--- config.mk ---
export PLATFORM = sky130hd
export DESIGN_NAME = interval_room_allocator_unit
export DESIGN_NICKNAME = d
export VERILOG_FILES = /design/src/sv/irau_pkg.sv /design/src/sv/irau_bank.sv /design/src/sv/irau_pick.sv /design/src/sv/interval_room_allocator_unit.sv
export SDC_FILE = /design/constraint.sdc
export NUM_CORES = 2
export LEC_CHECK = 0
export BUFFER_PORTS_ARGS = -buffer_cell sky130_fd_sc_hd__buf_2
export CAP_MARGIN = 20
export CORE_MARGIN = 1.5
export CORE_UTILIZATION = 31
export DETAILED_ROUTE_END_ITERATION = 8
export GPL_TIMING_DRIVEN = 1
export PLACE_DENSITY_LB_ADDON = 0.05
export REMOVE_ABC_BUFFERS = 1
export SYNTH_ARGS = -nofsm -noshare
export SYNTH_HDL_FRONTEND = slang
export SYNTH_HIERARCHICAL = 1
export SYNTH_SLANG_ARGS = --single-unit
--- constraint.sdc ---
create_clock -name clk -period 8.15 [get_ports clk]
set_input_delay 0.4075 -clock clk [delete_from_list [all_inputs] [get_ports clk]]
set_output_delay 0.4075 -clock clk [all_outputs]
set_load 0.005 [all_outputs]
--- src/sv/irau_pkg.sv ---
// shared constants and types for the interval room allocator
package irau_pkg;

  localparam int ROOMS     = 64;
  localparam int TIME_BITS = 32;
  localparam int IDX_W     = (ROOMS > 1) ? $clog2(ROOMS) : 1;
  localparam int NUM_W     = $clog2(ROOMS + 1);
  localparam int OUT_W     = 7;
  localparam int IN_DATA_W  = 2 * TIME_BITS;
  localparam int IN_TDATA_W = ((IN_DATA_W + 7) / 8) * 8;
  localparam int OUT_DATA_W  = 2 * OUT_W;
  localparam int OUT_TDATA_W = ((OUT_DATA_W + 7) / 8) * 8;

  typedef logic [TIME_BITS-1:0] time_t;
  typedef logic [ROOMS-1:0]     room_vec_t;

  // request presented to the room bank
  typedef struct packed {
    logic  fire;
    logic  batch;
    time_t arrival;
    time_t departure;
  } room_req_t;

  // choice of the lowest free room
  typedef struct packed {
    logic             have;
    room_vec_t        onehot;
    logic [IDX_W-1:0] idx;
  } room_pick_t;

endpackage

--- src/sv/irau_bank.sv ---
// room occupancy and departure registers with parallel release compare
module irau_bank
  import irau_pkg::*;
(
  input  logic       clk,
  input  logic       rst_n,
  input  room_req_t  req,
  input  room_pick_t pick,
  output room_vec_t  free_vec
);

  room_vec_t busy_r;
  room_vec_t busy_nxt;
  room_vec_t busy_eff;
  time_t     dep_r [ROOMS];

  always_comb begin
    for (int i = 0; i < ROOMS; i++) begin
      busy_eff[i] = busy_r[i] && !req.batch && !(dep_r[i] < req.arrival);
      free_vec[i] = !busy_eff[i];
      busy_nxt[i] = busy_eff[i] | pick.onehot[i];
    end
  end

  always_ff @(posedge clk) begin
    if (!rst_n) begin
      busy_r <= '0;
    end else if (req.fire) begin
      busy_r <= busy_nxt;
    end
  end

  always_ff @(posedge clk) begin
    for (int i = 0; i < ROOMS; i++) begin
      if (req.fire && pick.onehot[i] && pick.have) begin
        dep_r[i] <= req.departure;
      end
    end
  end

endmodule

--- src/sv/irau_pick.sv ---
// lowest free room priority encoder
module irau_pick
  import irau_pkg::*;
(
  input  room_vec_t  free_vec,
  output room_pick_t pick
);

  room_vec_t low;

  always_comb begin
    low         = free_vec & (~free_vec + room_vec_t'(1));
    pick.have   = |free_vec;
    pick.onehot = low;
    pick.idx    = '0;
    for (int i = 0; i < ROOMS; i++) begin
      if (low[i]) begin
        pick.idx = pick.idx | IDX_W'(i);
      end
    end
  end

endmodule

--- src/sv/interval_room_allocator_unit.sv ---
// top level of the interval room allocator
// Each request (arrival in in_tdata low word, departure in the high word, new batch in
// in_tuser) passes through one input register and one result register, and one request is
// accepted every cycle while out_tready does not stall the result register.
// Within the step all room departures are compared with the arrival in parallel and a
// priority encoder picks the lowest free room, so that compare and encode set the clock
// period. Room numbers start at 1; overflow in out_tuser marks a request with no room.
module interval_room_allocator_unit
  import irau_pkg::*;
(
  input  logic                   clk,
  input  logic                   rst_n,
  input  logic                   in_tvalid,
  output logic                   in_tready,
  input  logic [IN_TDATA_W-1:0]  in_tdata,  // arrival_time, departure_time
  input  logic                   in_tuser,  // new_batch
  output logic                   out_tvalid,
  input  logic                   out_tready,
  output logic [OUT_TDATA_W-1:0] out_tdata, // room_number, rooms_used, zero pad
  output logic                   out_tuser  // overflow
);

  logic             s_v_r;
  time_t            s_arr_r;
  time_t            s_dep_r;
  logic             s_batch_r;
  logic             o_v_r;
  logic [OUT_W-1:0] o_room_r;
  logic [OUT_W-1:0] o_used_r;
  logic             o_ovf_r;
  logic [NUM_W-1:0] max_r;
  logic [NUM_W-1:0] max_nxt;
  logic [NUM_W-1:0] max_base;
  logic [NUM_W-1:0] num;
  logic             out_free;
  logic             fire;
  logic             in_xfer;
  room_req_t        req;
  room_pick_t       pick;
  room_vec_t        free_vec;

  assign out_free  = !o_v_r || out_tready;
  assign fire      = s_v_r && out_free;
  assign in_tready = !s_v_r || fire;
  assign in_xfer   = in_tvalid && in_tready;

  assign req.fire      = fire;
  assign req.batch     = s_batch_r;
  assign req.arrival   = s_arr_r;
  assign req.departure = s_dep_r;

  irau_bank u_bank (
    .clk      (clk),
    .rst_n    (rst_n),
    .req      (req),
    .pick     (pick),
    .free_vec (free_vec)
  );

  irau_pick u_pick (
    .free_vec (free_vec),
    .pick     (pick)
  );

  always_comb begin
    num      = NUM_W'(pick.idx) + NUM_W'(1);
    max_base = s_batch_r ? '0 : max_r;
    max_nxt  = (pick.have && (num > max_base)) ? num : max_base;
  end

  // input register
  always_ff @(posedge clk) begin
    if (!rst_n) begin
      s_v_r <= 1'b0;
    end else if (in_tready) begin
      s_v_r <= in_tvalid;
    end
  end

  always_ff @(posedge clk) begin
    if (in_xfer) begin
      s_arr_r   <= in_tdata[TIME_BITS-1:0];
      s_dep_r   <= in_tdata[2*TIME_BITS-1:TIME_BITS];
      s_batch_r <= in_tuser;
    end
  end

  // result register and running maximum
  always_ff @(posedge clk) begin
    if (!rst_n) begin
      o_v_r <= 1'b0;
      max_r <= '0;
    end else begin
      if (out_free) begin
        o_v_r <= s_v_r;
      end
      if (fire) begin
        max_r <= max_nxt;
      end
    end
  end

  always_ff @(posedge clk) begin
    if (fire) begin
      o_room_r <= pick.have ? OUT_W'(num) : '0;
      o_used_r <= OUT_W'(max_nxt);
      o_ovf_r  <= !pick.have;
    end
  end

  assign out_tvalid = o_v_r;
  assign out_tuser  = o_ovf_r;
  assign out_tdata  = OUT_TDATA_W'({o_used_r, o_room_r});

  a_pick_onehot : assert property (@(posedge clk) disable iff (!rst_n)
    fire && pick.have |-> $onehot(pick.onehot) && free_vec[pick.idx])
    else $error("picked room is not a single free room");

  a_room_bound : assert property (@(posedge clk) disable iff (!rst_n)
    o_v_r && !o_ovf_r |-> (o_room_r != '0) && (o_room_r <= o_used_r))
    else $error("placed room is zero or above rooms used");

  a_ovf_room : assert property (@(posedge clk) disable iff (!rst_n)
    o_v_r && o_ovf_r |-> (o_room_r == '0))
    else $error("overflow result carries a room");

  a_fire_result : assert property (@(posedge clk) disable iff (!rst_n)
    fire |=> o_v_r)
    else $error("processed request left no result");

endmodule
# ---- Word level (Yosys, flattened, before mapping)
# Memory sizes are Yosys's and may differ from the RTL's.
# Cells that the tools add are included.
dict set report word_totals {
  reg_bits 153
  mem_count 1
  ram_bits 2048
  output_inout_bits 19
  word_cells 994
}
# name words word_bits rd rd_ports_with_merged_regs write_ports line
set memory_table {}
lappend memory_table {u_bank.dep_r 64 32 64 0 1 irau_bank.sv:15} ;# time_t dep_r [ROOMS];
dict set report op_classes {
  order_cmp 65
  n_reduce_logical 457
  addsub 2
  n_bitwise 66
  n_mux 390
  eq_ne 3
}
# op n
set ops {}
lappend ops {{32-bit less-than comparator} 64}
lappend ops {{32-bit 2-to-1 mux} 63}
lappend ops {{32-bit OR reduction} 63}
lappend ops {{6-bit 2-to-1 mux} 95}
lappend ops {{1-bit logical AND} 259}
lappend ops {{1-bit 2-to-1 mux} 196}
lappend ops {{1-bit logical NOT} 132}
lappend ops {{64-bit 2-to-1 mux} 2}
lappend ops {{5-bit 2-to-1 mux} 16}
lappend ops {{64-bit by 1-bit adder with 64-bit output (second input constant)} 1}
lappend ops {{64-bit AND} 1}
lappend ops {{64-bit NOT} 1}
lappend ops {{1-bit OR} 64}
lappend ops {{64-bit OR reduction} 1}
lappend ops {{4-bit 2-to-1 mux} 8}
lappend ops {{7-bit 2-to-1 mux} 4}
lappend ops {{3-bit 2-to-1 mux} 4}
lappend ops {{6-bit by 1-bit adder with 7-bit output (second input constant)} 1}
lappend ops {{7-bit > comparator} 1}
lappend ops {{2-bit by 1-bit != test with 1-bit output (second input constant)} 3}
lappend ops {{2-bit 2-to-1 mux} 2}
lappend ops {{1-bit logical OR} 2}

# ---- Depth between registers and ports, before layout
# An unclocked memory read counts as a cell.
dict set report depth {
  depth_word 77
  depth_mapped 29
}

# ---- Cells and area by module
# The synthesis kept the hierarchy.
# mod cells_per_inst seq_area_each_um2 area_each_um2 n_inst
set by_module_without_submodules {}
lappend by_module_without_submodules {irau_bank 7483 62780.2 106930.1 1}
lappend by_module_without_submodules {interval_room_allocator_unit 186 2582.5 3218.1 1}
lappend by_module_without_submodules {irau_pick 289 0.0 1726.7 1}

# ---- Worst setup path before layout
# OpenSTA, ideal clock, no wires.
dict set report synth_path {
  path_type {register to register}
  start {register s_arr_r[7]}
  end {register o_used_r[0] (data pin)}
  path_stages_with_launch 30
  slack_ns 1.236
  t_required_ns 7.883
  n_path_buf 4
  synth_period_minus_slack_ns 6.914
  arrival_time_ns 6.647
  path_cell_list {edfxtp_1 -> inv_1 -> ha_1 -> and4_1 -> o21ai_0 -> o221ai_1 -> a31oi_1 -> nor4b_1 -> o21ai_0 -> or4_4 -> buf_6 -> nor4_4 -> and3_1 -> buf_4 -> nand4_2 -> o22ai_2 -> and4b_1 -> nand4_1 -> and3_1 -> nand3_1 -> xor2_1 -> inv_1 -> ha_1 -> nand4_2 -> a21oi_2 -> o221ai_2 -> buf_6 -> buf_4 -> nand2_1 -> o21ai_0}
}
# element line
set synth_lines {}
lappend synth_lines {{from (decl)} interval_room_allocator_unit.sv:24} ;# time_t s_arr_r;
lappend synth_lines {{from (signal assigned)} interval_room_allocator_unit.sv:82} ;# s_arr_r <= in_tdata[TIME_BITS-1:0];
lappend synth_lines {{to (signal assigned)} interval_room_allocator_unit.sv:106} ;# o_used_r <= OUT_W'(max_nxt);
lappend synth_lines {{to (decl)} interval_room_allocator_unit.sv:29} ;# logic [OUT_W-1:0] o_used_r;

==> results.cfg <==
[yosys]
synth_edf_count = 2128
synthFlopType = edfxtp_1
synth_most_common_cell = edfxtp_1
synth_warnings = 6
yosysTopAreaCellShare_pct = 57.1
seq_area_frac_synth_pct = 58.4
ys_seq_elements = 2201
synthTopCellsByCount = 2128 x edfxtp_1, 1993 x ha_1, 735 x a21oi_1
synthArstFlopShare_pct = 0
synth_largest_area_cell = edfxtp_1
postSynthCellCount = 7958
synthDistinctLibCells = 77
syn_area_per_cell_sq_um = 14.1
synth_area_leaders = edfxtp_1 57%, ha_1 22%, a21oi_1 3.3%
synth_area_sq_um = 112000

[placement]
gp_congestion = 0.859
place_inst = 13200
dp.final_hpwl_um = 283000
io_buffers = 85

[routing]
post-route-drc-count = 0
drt_wl_total_um = 437000
first_iter_violations = 6924
vias_per_cell = 5.45
drt.antenna.violating_nets = 0
wl_per_cell_um = 31.7
dr.pass1.iters = 5
vias = 75000

[setup_path]
reg2reg_depth = 25
endpoint = o_used_r[4]
rrSetupSlack_ps = 440
cp-end-kind = flop
reg2reg_to = o_used_r[4]
rr_startpoint = s_arr_r[25]
crit_start = s_arr_r[25]
cp-start-kind = flop
path_class = reg2reg
cp_data_arrival_time_ps = 8420
critPathMaxFanout = 20
crit_required_ps = 8860

[sta]
worst_pin_slew_ps = 1210
hold_slack_ps = 224
hold_violations = 0
rsz0062_at_grt = false
finalMaxSlewViolations = 0
post-route-period-util_pct = 94.6
timing.final.crit_period_ps = 7710
relSlewSlack_pct = 18.7
fmax_mhz = 130
tns_ps = 0
fin_worst_skew_ps = 44.4
setup_viol_count_final = 0

[floorplanning]
rows = 220
fp.dieH_um = 604
core_sq_um = 359000
die_w_um = 604
dieArea_sq_um = 365000
ioPinCount = 88
start_util_pct = 31.1

[job]
maxCapViolations = 0

[clocking]
clkLatencyLatePin_ps = 900
numClockSinks = 2201
cts_buffer_depth = 4
h-tree-depth = 5
cts_tree = done
cts-root-buf = clkbuf_16
clkSlewWorstSetupHoldPaths_ps = 60
cts_made_buffers = 277
post_cts_buffers = 0

[finish]
syn2layout_area_growth_pct = 17.4
nNetsFinal = 10800
n_fill_cell = 34300
drive_gt1_share_pct = 10.5
stdcell_count = 13800
final_util_pct = 36.6

[power]
powerDensity_nw_per_um2 = 203
p_leak_nw = 49.8
vdd_drop_max_mv = 0.167
finalPower_w = 0.0266

[global_route]
grtUsageTotal_pct = 23.6
grt_max_degree = 65
grt_pass1_vias = 75100
antenna_found_initial = 76
grt_pass1_wl_um = 602000
grt_overflow_total = 0

[worst_hold_path]
min_path_type = in2reg
min_path_cells = 2

[status]
status = complete, no violations
cells in the final DEF, fill, tap and decap left out, types with 115 or more instances in the layout:
| cell | synthesis | routed |
|---|---|---|
| inv_1 | 164 | 132 |
| clkbuf_16 | 0 | 285 |
| o21ai_0 | 263 | 263 |
| ha_1 | 1993 | 1993 |
| edfxtp_1 | 2128 | 2128 |
| nor2_1 | 233 | 233 |
| a21oi_1 | 735 | 735 |
| a211o_1 | 115 | 115 |
| buf_4 | 8 | 374 |
| a21o_1 | 202 | 202 |
| nand2_1 | 468 | 467 |
| nand3_1 | 253 | 253 |
| nand4_1 | 304 | 304 |
sequential cells by signal, summed over array words and instances, names as in the netlist:
| register | cells |
|---|---|
| u_bank/busy_r | 64 |
| out_tuser | 1 |
| u_bank/dep_r | 2048 |
| o_used_r | 7 |
| max_r | 7 |
| o_room_r | 7 |
| out_tvalid | 1 |
| s_dep_r | 32 |
| s_batch_r | 1 |
| s_v_r | 1 |
| s_arr_r | 32 |
layer usage:
layer  track usage [%]  share of wire (%)  up-vias
li1                  -                  -    33900
met1              33.9                 47    38500
met2              38.7                 46     2126
met3              2.38                5.0      435
met4              4.56                2.0        6
met5                 0             0.0094        -
per-stage QoR:
step / worst slack (ps) / instance area [sq um]
2_1_floorplan: 1000 / 112000
3_3_place_gp: 51.5 / 122000
3_5_place_dp: 263 / 122000
4_1_cts: 224 / 131000
5_1_grt: 56.8 / 131000
6_report: 440 / 131000
cell type report:
type                    count  area (sq um)  share of cell area [%]
diodes                     15          37.5                  0.0286
clock buffers             361          7560                    5.75
clock inverters           132           972                   0.740
inverters                 168           795                   0.605
multi-input cells        5526         45600                    34.7
flip-flops and latches   2201         65400                    49.7
well taps                4773          5970                    4.55
repair buffers            584          5040                    3.84
worst min path at each step:
stage | slack, ps | to | start
global placement | 480 | max_r[6] | max_r[6]
finish | 220 | s_dep_r[17] | in_tdata[49]
global route | 180 | s_dep_r[31] | in_tdata[63]
CTS | 130 | s_dep_r[17] | in_tdata[49]
floorplan | 450 | max_r[0] | max_r[0]
detailed placement | 470 | max_r[0] | max_r[0]
critical path, stage by stage, from the launching register on:
cell and delay, ps:
edfxtp_1 430, inv_6 450, buf_4 380, ha_1 300
nand4_1 140, nor2_1 70, a221o_1 290, a211o_1 360
o21ai_0 940, nor2_1 240, and4_1 290, and3_1 350
nand2_1 180, buf_4 170, nor2_1 60, nor4_1 410
nand3_1 270, ha_1 310, xnor2_1 280, inv_1 80
ha_1 330, a21oi_1 240, a21oi_2 110, o221ai_4 380
buf_4 220, mux2i_1 210
where the power goes:
part | switching, W | leakage [nW] | internal [W]
registers | 0.0000256 | 19.8 | 0.0124
clock network | 0.00505 | 4.18 | 0.00687
logic | 0.00158 | 25.9 | 0.000637
total | 0.00665 | 49.8 | 0.0200
cells by family (layout without fill, tap and decap cells):
group           Yosys count  count (layout)  share of synthesized area, %
flops                  2201            2201                          58.4
fa+ha+maj              1993            1993                          22.3
compound gates         1798            1798                          10.3
simple gates           1724            1724                          8.04
buf+inv                 232            1245                         0.823
mux                       5               5                        0.0447
xor+xnor                  4               4                        0.0313
other cells               1              17                       0.00335
what timing repair did:
item / CTS / global route
gates resized for setup: 0 / 3
hold buffers: 69 / 0
endpoints found under the setup margin: 0 / 14
endpoints found under the hold margin: 74 / 0
Power figures use the tool's default switching activity.
